### src/rtl/npmt_pkg.sv
// ----------------------------------------------------------------------------
// npmt_pkg: shared definitions for the neighborhood pattern match table
// Holds the table geometry, the command codes, the controller states, the
// memory request bundle and the pattern cover test.
// ----------------------------------------------------------------------------
package npmt_pkg;

  // Number of tasks kept per bitmap entry (1 to 16).
  localparam int TASKS = 4;

  // Field widths of one input item.
  localparam int NEIGH_W     = 9;
  localparam int TASK_FLD_W  = 4;
  localparam int TASK_IDX_W  = 2;

  // Bitmap geometry: one entry for every exact 3x3 neighborhood.
  localparam int DEPTH  = 1 << NEIGH_W;
  localparam int ADDR_W = NEIGH_W;
  localparam int CNT_W  = ADDR_W + 1;

  // Stream widths.
  localparam int IN_FLD_W  = 3 * NEIGH_W + TASK_FLD_W + TASK_IDX_W;
  localparam int IN_DATA_W = ((IN_FLD_W + 7) / 8) * 8;
  localparam int OUT_DATA_W = 8;

  // Command codes carried in tuser.
  typedef enum logic {
    CMD_LOAD  = 1'b0,
    CMD_QUERY = 1'b1
  } cmd_t;

  // Controller states.
  typedef enum logic [1:0] {
    ST_CLEAR,
    ST_IDLE,
    ST_LOAD
  } state_t;

  // One cycle of bitmap traffic: a read port and a write port.
  typedef struct packed {
    logic              rd_en;
    logic [ADDR_W-1:0] rd_addr;
    logic              wr_en;
    logic [ADDR_W-1:0] wr_addr;
    logic [TASKS-1:0]  wr_data;
  } mem_req_t;

  // True when the neighborhood agrees with the pattern on every cared bit.
  function automatic logic covers(input logic [NEIGH_W-1:0] neigh,
                                  input logic [NEIGH_W-1:0] value,
                                  input logic [NEIGH_W-1:0] care);
    covers = (((neigh ^ value) & care) == '0);
  endfunction

endpackage

### src/rtl/npmt_bitmap.sv
// ----------------------------------------------------------------------------
// npmt_bitmap: match bitmap storage
// One synchronous memory of DEPTH entries, TASKS bits each, with one write
// port and one read port whose data is registered and held between reads.
// ----------------------------------------------------------------------------
module npmt_bitmap
  import npmt_pkg::*;
(
  input  logic             clk,
  input  mem_req_t         req,
  output logic [TASKS-1:0] rd_data
);

  logic [TASKS-1:0] mem [DEPTH];

  // Write port.
  always_ff @(posedge clk) begin
    if (req.wr_en) begin
      mem[req.wr_addr] <= req.wr_data;
    end
  end

  // Read port; the output holds its value until the next read.
  always_ff @(posedge clk) begin
    if (req.rd_en) begin
      rd_data <= mem[req.rd_addr];
    end
  end

endmodule

### src/rtl/neighborhood_pattern_match_table.sv
// ----------------------------------------------------------------------------
// neighborhood_pattern_match_table: 3x3 hit-or-miss pattern table
// A load item marks every neighborhood its pattern covers for each of its
// tasks in a 512-entry bitmap; a query item looks up one neighborhood and
// returns hit for the chosen task.
//
//   Channel  Dir  tdata fields (low bit up)                        tuser
//   s_*      in   pattern_value, pattern_care, pattern_tasks,      command
//                 neighbor_bits, task_index, zero fill to 40 bits
//   m_*      out  hit, zero fill to 8 bits                         -
//
// A query passes the bitmap read register and then the output register;
// queries are accepted every cycle while the table is idle and the read
// stage can move on, and the hit is offered from the output register.
// A load runs a read-modify-write sweep over all 512
// entries, read and write one entry apart, and gives no result.
// After reset a clearing pass writes zero to all 512 entries with s_tready
// low. A stalled result holds one query in the read stage; outside the
// sweeps, s_tready falls only when that stage cannot move on.
// ----------------------------------------------------------------------------
module neighborhood_pattern_match_table
  import npmt_pkg::*;
(
  input  logic                  clk,
  input  logic                  rst,
  input  logic                  s_tvalid,
  output logic                  s_tready,
  // pattern_value[8:0], pattern_care[17:9], pattern_tasks[21:18],
  // neighbor_bits[30:22], task_index[32:31], zero [39:33]
  input  logic [IN_DATA_W-1:0]  s_tdata,
  // command[0]
  input  logic                  s_tuser,
  output logic                  m_tvalid,
  input  logic                  m_tready,
  // hit[0], zero [7:1]
  output logic [OUT_DATA_W-1:0] m_tdata
);

  localparam int VAL_LO  = 0;
  localparam int CARE_LO = VAL_LO + NEIGH_W;
  localparam int TSK_LO  = CARE_LO + NEIGH_W;
  localparam int NB_LO   = TSK_LO + TASK_FLD_W;
  localparam int TI_LO   = NB_LO + NEIGH_W;
  localparam logic [CNT_W-1:0] CNT_LAST_ADDR = CNT_W'(DEPTH - 1);
  localparam logic [CNT_W-1:0] CNT_END       = CNT_W'(DEPTH);

  // Unpacked input fields.
  logic [NEIGH_W-1:0]    in_value;
  logic [NEIGH_W-1:0]    in_care;
  logic [TASK_FLD_W-1:0] in_tasks;
  logic [NEIGH_W-1:0]    in_neigh;
  logic [TASK_IDX_W-1:0] in_task_idx;

  assign in_value    = s_tdata[VAL_LO  +: NEIGH_W];
  assign in_care     = s_tdata[CARE_LO +: NEIGH_W];
  assign in_tasks    = s_tdata[TSK_LO  +: TASK_FLD_W];
  assign in_neigh    = s_tdata[NB_LO   +: NEIGH_W];
  assign in_task_idx = s_tdata[TI_LO   +: TASK_IDX_W];

  // Controller and pipeline registers.
  state_t                state, state_next;
  logic [CNT_W-1:0]      cnt, cnt_next;
  logic [NEIGH_W-1:0]    ld_value;
  logic [NEIGH_W-1:0]    ld_care;
  logic [TASKS-1:0]      ld_tasks;
  logic                  q_pend;
  logic [TASK_IDX_W-1:0] q_task;
  logic                  out_valid;
  logic                  out_hit;

  logic                  s_acc;
  logic                  q_acc;
  logic                  ld_acc;
  logic                  adv;
  logic                  hit_calc;
  logic [TASKS-1:0]      acc_tasks;
  logic [ADDR_W-1:0]     sweep_wr_addr;
  mem_req_t              req;
  logic [TASKS-1:0]      rd_data;

  // The read stage moves to the output register when that register is free.
  assign adv      = q_pend && (!out_valid || m_tready);
  assign s_tready = (state == ST_IDLE) && (!q_pend || adv);
  assign s_acc    = s_tvalid && s_tready;
  assign q_acc    = s_acc && (s_tuser == CMD_QUERY);
  assign ld_acc   = s_acc && (s_tuser == CMD_LOAD);

  // Task bits beyond the table width are dropped.
  always_comb begin
    acc_tasks = '0;
    for (int i = 0; i < TASKS; i++) begin
      if (i < TASK_FLD_W) begin
        acc_tasks[i] = in_tasks[i];
      end
    end
  end

  assign sweep_wr_addr = ADDR_W'(cnt - CNT_W'(1));

  // Next state, sweep counter and bitmap traffic.
  always_comb begin
    state_next  = state;
    cnt_next    = cnt;
    req.rd_en   = 1'b0;
    req.rd_addr = in_neigh;
    req.wr_en   = 1'b0;
    req.wr_addr = cnt[ADDR_W-1:0];
    req.wr_data = '0;
    unique case (state)
      ST_CLEAR: begin
        req.wr_en = 1'b1;
        if (cnt == CNT_LAST_ADDR) begin
          state_next = ST_IDLE;
          cnt_next   = '0;
        end else begin
          cnt_next = cnt + CNT_W'(1);
        end
      end
      ST_IDLE: begin
        req.rd_en = q_acc;
        if (ld_acc) begin
          state_next = ST_LOAD;
          cnt_next   = '0;
        end
      end
      ST_LOAD: begin
        // Read entry cnt while the entry read last cycle is written back.
        req.rd_en   = (cnt != CNT_END);
        req.rd_addr = cnt[ADDR_W-1:0];
        req.wr_addr = sweep_wr_addr;
        req.wr_data = rd_data | ld_tasks;
        req.wr_en   = (cnt != '0) && (ld_tasks != '0)
                      && covers(sweep_wr_addr, ld_value, ld_care);
        if (cnt == CNT_END) begin
          state_next = ST_IDLE;
          cnt_next   = '0;
        end else begin
          cnt_next = cnt + CNT_W'(1);
        end
      end
      default: begin
        state_next = ST_IDLE;
      end
    endcase
  end

  // State register.
  always_ff @(posedge clk) begin
    if (rst) begin
      state <= ST_CLEAR;
      cnt   <= '0;
    end else begin
      state <= state_next;
      cnt   <= cnt_next;
    end
  end

  // Load fields captured for the sweep.
  always_ff @(posedge clk) begin
    if (ld_acc) begin
      ld_value <= in_value;
      ld_care  <= in_care;
      ld_tasks <= acc_tasks;
    end
  end

  // Query read stage.
  always_ff @(posedge clk) begin
    if (rst) begin
      q_pend <= 1'b0;
    end else if (q_acc) begin
      q_pend <= 1'b1;
    end else if (adv) begin
      q_pend <= 1'b0;
    end
  end

  always_ff @(posedge clk) begin
    if (q_acc) begin
      q_task <= in_task_idx;
    end
  end

  // Pick the task bit; an index beyond the table answers no hit.
  always_comb begin
    hit_calc = 1'b0;
    for (int i = 0; i < TASKS; i++) begin
      if (int'(q_task) == i) begin
        hit_calc = rd_data[i];
      end
    end
  end

  // Output register.
  always_ff @(posedge clk) begin
    if (rst) begin
      out_valid <= 1'b0;
    end else if (adv) begin
      out_valid <= 1'b1;
    end else if (m_tready) begin
      out_valid <= 1'b0;
    end
  end

  always_ff @(posedge clk) begin
    if (adv) begin
      out_hit <= hit_calc;
    end
  end

  assign m_tvalid = out_valid;
  assign m_tdata  = {(OUT_DATA_W-1)'(0), out_hit};

  npmt_bitmap u_bitmap (
    .clk     (clk),
    .req     (req),
    .rd_data (rd_data)
  );

`ifndef SYNTHESIS
  // The sweep never reads and writes the same entry in one cycle.
  a_no_rw_same: assert property (@(posedge clk) disable iff (rst)
    !(req.rd_en && req.wr_en && (req.rd_addr == req.wr_addr)))
    else $error("bitmap read and write hit the same entry");

  // An accepted query occupies the read stage in the next cycle.
  a_query_pend: assert property (@(posedge clk) disable iff (rst)
    q_acc |=> q_pend)
    else $error("accepted query lost before the read stage");

  // No query is in flight while the bitmap is being cleared or loaded.
  a_sweep_quiet: assert property (@(posedge clk) disable iff (rst)
    (state != ST_IDLE) |-> !q_pend)
    else $error("query in flight during a sweep");

  // A result stalled at the output keeps the read stage waiting.
  a_stall_hold: assert property (@(posedge clk) disable iff (rst)
    (q_pend && out_valid && !m_tready) |=> q_pend)
    else $error("read stage dropped a query under stall");
`endif

endmodule

### config.mk
export PLATFORM = sky130hd
export DESIGN_NAME = neighborhood_pattern_match_table
export DESIGN_NICKNAME = d
export VERILOG_FILES = /design/src/rtl/npmt_pkg.sv /design/src/rtl/npmt_bitmap.sv /design/src/rtl/neighborhood_pattern_match_table.sv
export SDC_FILE = /design/constraint.sdc
export NUM_CORES = 2
export LEC_CHECK = 0
export BUFFER_PORTS_ARGS = -buffer_cell sky130_fd_sc_hd__buf_2
export CAP_MARGIN = 40
export CORE_MARGIN = 3
export CORE_UTILIZATION = 55
export DETAILED_ROUTE_END_ITERATION = 10
export PLACE_DENSITY = 0.71
export SLEW_MARGIN = 20
export SYNTH_ARGS = -nofsm -noshare
export SYNTH_HDL_FRONTEND = slang
export SYNTH_SLANG_ARGS = --single-unit
export TNS_END_PERCENT = 100
### constraint.sdc
create_clock -name clk -period 18.99 [get_ports clk]
set_clock_uncertainty 0.05 [all_clocks]
set_input_delay 3.798 -clock clk [delete_from_list [all_inputs] [get_ports clk]]
set_output_delay 3.798 -clock clk [all_outputs]
set_load 0.05 [all_outputs]
==> flow_metrics.py <==
metrics = {
    "outcome": {
        "status": "finished, final reports clean",
    },
    "cts": {
        "clockRootBuffer": "clkbuf_16",
        "cts_made_buffers": 198,
        "cts.sinks": 2091,
        "h-tree-depth": 4,
        "insertion_delay_ps": 830,
        "path_clk_slew_ps": 60,
        "post_cts_buffers": 0,
        "cts.path.max_buffers": 3,
        "cts_tree": "done",
        "cts_resized": 0,
        "cts_hold_buf": 0,
    },
    "detailed_routing": {
        "ant_nets": 0,
        "drc": 0,
        "drtIter0Drc": 7304,
        "vias": 53200,
        "wl_per_cell_microns": 28.0,
        "routed_via_density": 6.43,
        "firstDrtPassIters": 6,
        "drt_wl_total_microns": 232000,
    },
    "global_routing": {
        "grt_pass1_wl_microns": 339000,
        "grt_use_total": 0.289,
        "grt_pass1_vias": 51400,
        "grt_max_degree": 226,
        "grt_overflow": 0,
        "antenna_found_initial": 6,
    },
    "floorplanning": {
        "die_area_sq_um": 160000,
        "num_rows": 143,
        "io_pins": 55,
        "core-area_sq_um": 153000,
        "die_w_microns": 399,
        "die_h_microns": 399,
        "initial_utilization": 0.557,
    },
    "layout": {
        "fillers": 11200,
        "nets": 6126,
        "mostFrequentLayoutCell": "edfxtp_1",
        "multi_input_area_sq_um": 20500,
        "syn2layout_area_growth_pct": 10.3,
        "final_cell_mix": "edfxtp_1 (2,077), nand2_1 (1,164), nor2_1 (594), mux2i_1 (367), a21oi_1 (305)",
        "drive_gt1_frac": 0.0917,
        "area.sequential_sq_um": 62700,
    },
    "timing": {
        "fin_crit_sh": 0.459,
        "setup_viol": 0,
        "max_freq_ghz": 0.115,
        "finalHoldViolCount": 0,
        "whs_ps": 456,
        "worst_slew_pin_slew_ps": 1090,
        "maxSlewViolCount": 0,
        "setup_tns_ps": 0,
        "rsz0062_at_grt": "false",
        "max_slew_margin": 0.271,
        "min_period_ps": 8720,
    },
    "critical_path": {
        "path_buf_inv": 6,
        "start_kind": "primary input",
        "crit_start": "s_tdata[22]",
        "end_kind": "flop",
        "cp_slowest_stage_delay_ps": 750,
        "required_ps": 19480,
        "crit_path_frequent_cell": "nor4_1",
        "path_delay_family": "buffers and inverters",
        "critical_path_arrival_ps": 9210,
        "r2r-start": "state[0]$_SDFFE_PP0P_",
        "path_class": "primary input to flop",
        "path_cells": "buf_2 -> mux2i_4 -> buf_12 -> buf_12 -> buf_4 -> buf_4 -> mux2i_1 -> o221ai_1 -> a21oi_1 -> nor4_1 -> nor4_1 -> nor4_1 -> clkdlybuf4s18_2 -> or4_1",
        "path_max_fanout": 102,
        "slowest_stage": "buf_4",
    },
    "power": {
        "powerDensity_nw_per_um2": 105,
        "leakage_nw": 29.7,
        "irDropWorstVdd_uv": 87.5,
    },
    "logic_synthesis": {
        "synth_ff_type": "edfxtp_1",
        "ys_types": 78,
        "synth_seq_cells": 2091,
        "synth_cells": 6127,
        "synth_enable_flop_cells": 2077,
        "synth_area_sq_um": 85200,
        "syn_area_per_cell_sq_um": 13.9,
        "async_flop_share": 0,
        "seq_area_frac_synth": 0.736,
        "ys_warn_count": 0,
    },
    "placed_design": {
        "hpwlAfterDp_microns": 130000,
        "io_buffers": 40,
        "gp_congestion": 0.853,
    },
    "hold_path": {
        "hold_start": "q_pend$_SDFFE_PP0P_",
        "min_path_type": "flop to flop",
    },
    "run": {
        "cap_violations": 0,
    },
}
==> routing by layer <==
layer / vias up / global-route usage / routed length [microns] / part of all wire
met2: 3411 / 0.453 / 108000 / 0.47
li1: 22800 / - / - / -
met1: 26300 / 0.390 / 86100 / 0.37
met4: 6 / 0.133 / 11400 / 0.049
met5: - / 0 / 81 / 0.00035
met3: 582 / 0.0622 / 26300 / 0.11
==> cell usage after synthesis (21+ instances only) <==
cell type	number	area share
a21oi_1	305	0.018
a311oi_1	42	0.0043
a31oi_1	59	0.0043
and3_1	51	0.0037
buf_1	40	0.0018
buf_2	169	0.0099
buf_4	58	0.0051
clkbuf_1	149	0.0066
edfxtp_1	2077	0.73
mux2i_1	373	0.044
mux4_2	58	0.015
nand2_1	1166	0.051
nand3_1	302	0.018
nand4_1	23	0.0017
nor2_1	602	0.027
nor3_1	70	0.0041
nor4_1	83	0.0061
o21ai_0	52	0.0031
o221ai_1	77	0.0079
o22ai_1	105	0.0077
xnor2_1	21	0.0022
==> registers in the layout, indices dropped and copies added (netlist names) <==
name,count
ld_tasks,4
u_bitmap.mem,2048
ld_value,9
out_hit,1
q_task,2
q_pend,1
state,2
cnt,10
ld_care,9
u_bitmap.rd_data,4
m_tvalid,1
==> final cells by class <==
| type | count | area share |
|---|---|---|
| tap | 2030 | 0.0271 |
| clock buffer | 247 | 0.0563 |
| inverter | 11 | 0.000440 |
| sequential | 2091 | 0.667 |
| clock inverter | 115 | 0.0130 |
| timing repair buffer | 178 | 0.0180 |
| multi-input combinational | 3595 | 0.218 |
| antenna | 2 | 0.0000533 |
==> cells by family after synthesis <==
logic type	synth area share
xor+xnor	0.00319
fa+ha+maj	0.000882
mux	0.0607
flops	0.736
other cells	0.0000440
simple gates	0.116
buf+inv	0.0268
compound gates	0.0564
==> metrics by stage <==
stage                      util  instance area (sq um)  instances  setup WS, ps  total power, mW
after global routing      0.614                  93900       8267         10080             10.1
after floorplan               -                  85200       6133          3400             5.63
after CTS                 0.614                  93800       8260         10410             9.88
after global placement    0.569                  86900       7876          9430             5.94
final                     0.614                  93900       8269         10270             9.88
after detailed placement  0.571                  87200       7898          9510             5.96
==> worst register-to-register path, cell delays in order, from the launching register on <==
cell,delay (ps)
dfxtp_1,330
inv_1,110
ha_2,230
buf_4,490
mux2i_4,360
buf_12,540
buf_12,600
buf_4,910
buf_4,790
mux2i_1,350
o221ai_1,180
a21oi_1,210
nor4_1,110
nor4_1,480
nor4_1,110
clkdlybuf4s18_2,310
or4_1,540
==> worst paths after layout <==
check / slack [ps] / cells past startpoint / endpoint
worst max register to register: 12020 / 16 / u_bitmap.rd_data[0]$_DFFE_PP_
worst max-delay path: 10270 / 14 / u_bitmap.rd_data[0]$_DFFE_PP_
worst min-delay path: 460 / 2 / m_tvalid$_SDFFE_PP0P_
worst min register to register: 460 / 2 / m_tvalid$_SDFFE_PP0P_
==> report_power, final <==
group	internal [mW]	switching, mW	total, mW
Clock	2.31	1.69	3.99
Sequential	5.04	0.0182	5.05
Combinational	0.219	0.617	0.836
Total	7.56	2.32	9.88
Note: power is estimated with default switching activity, not from simulation.
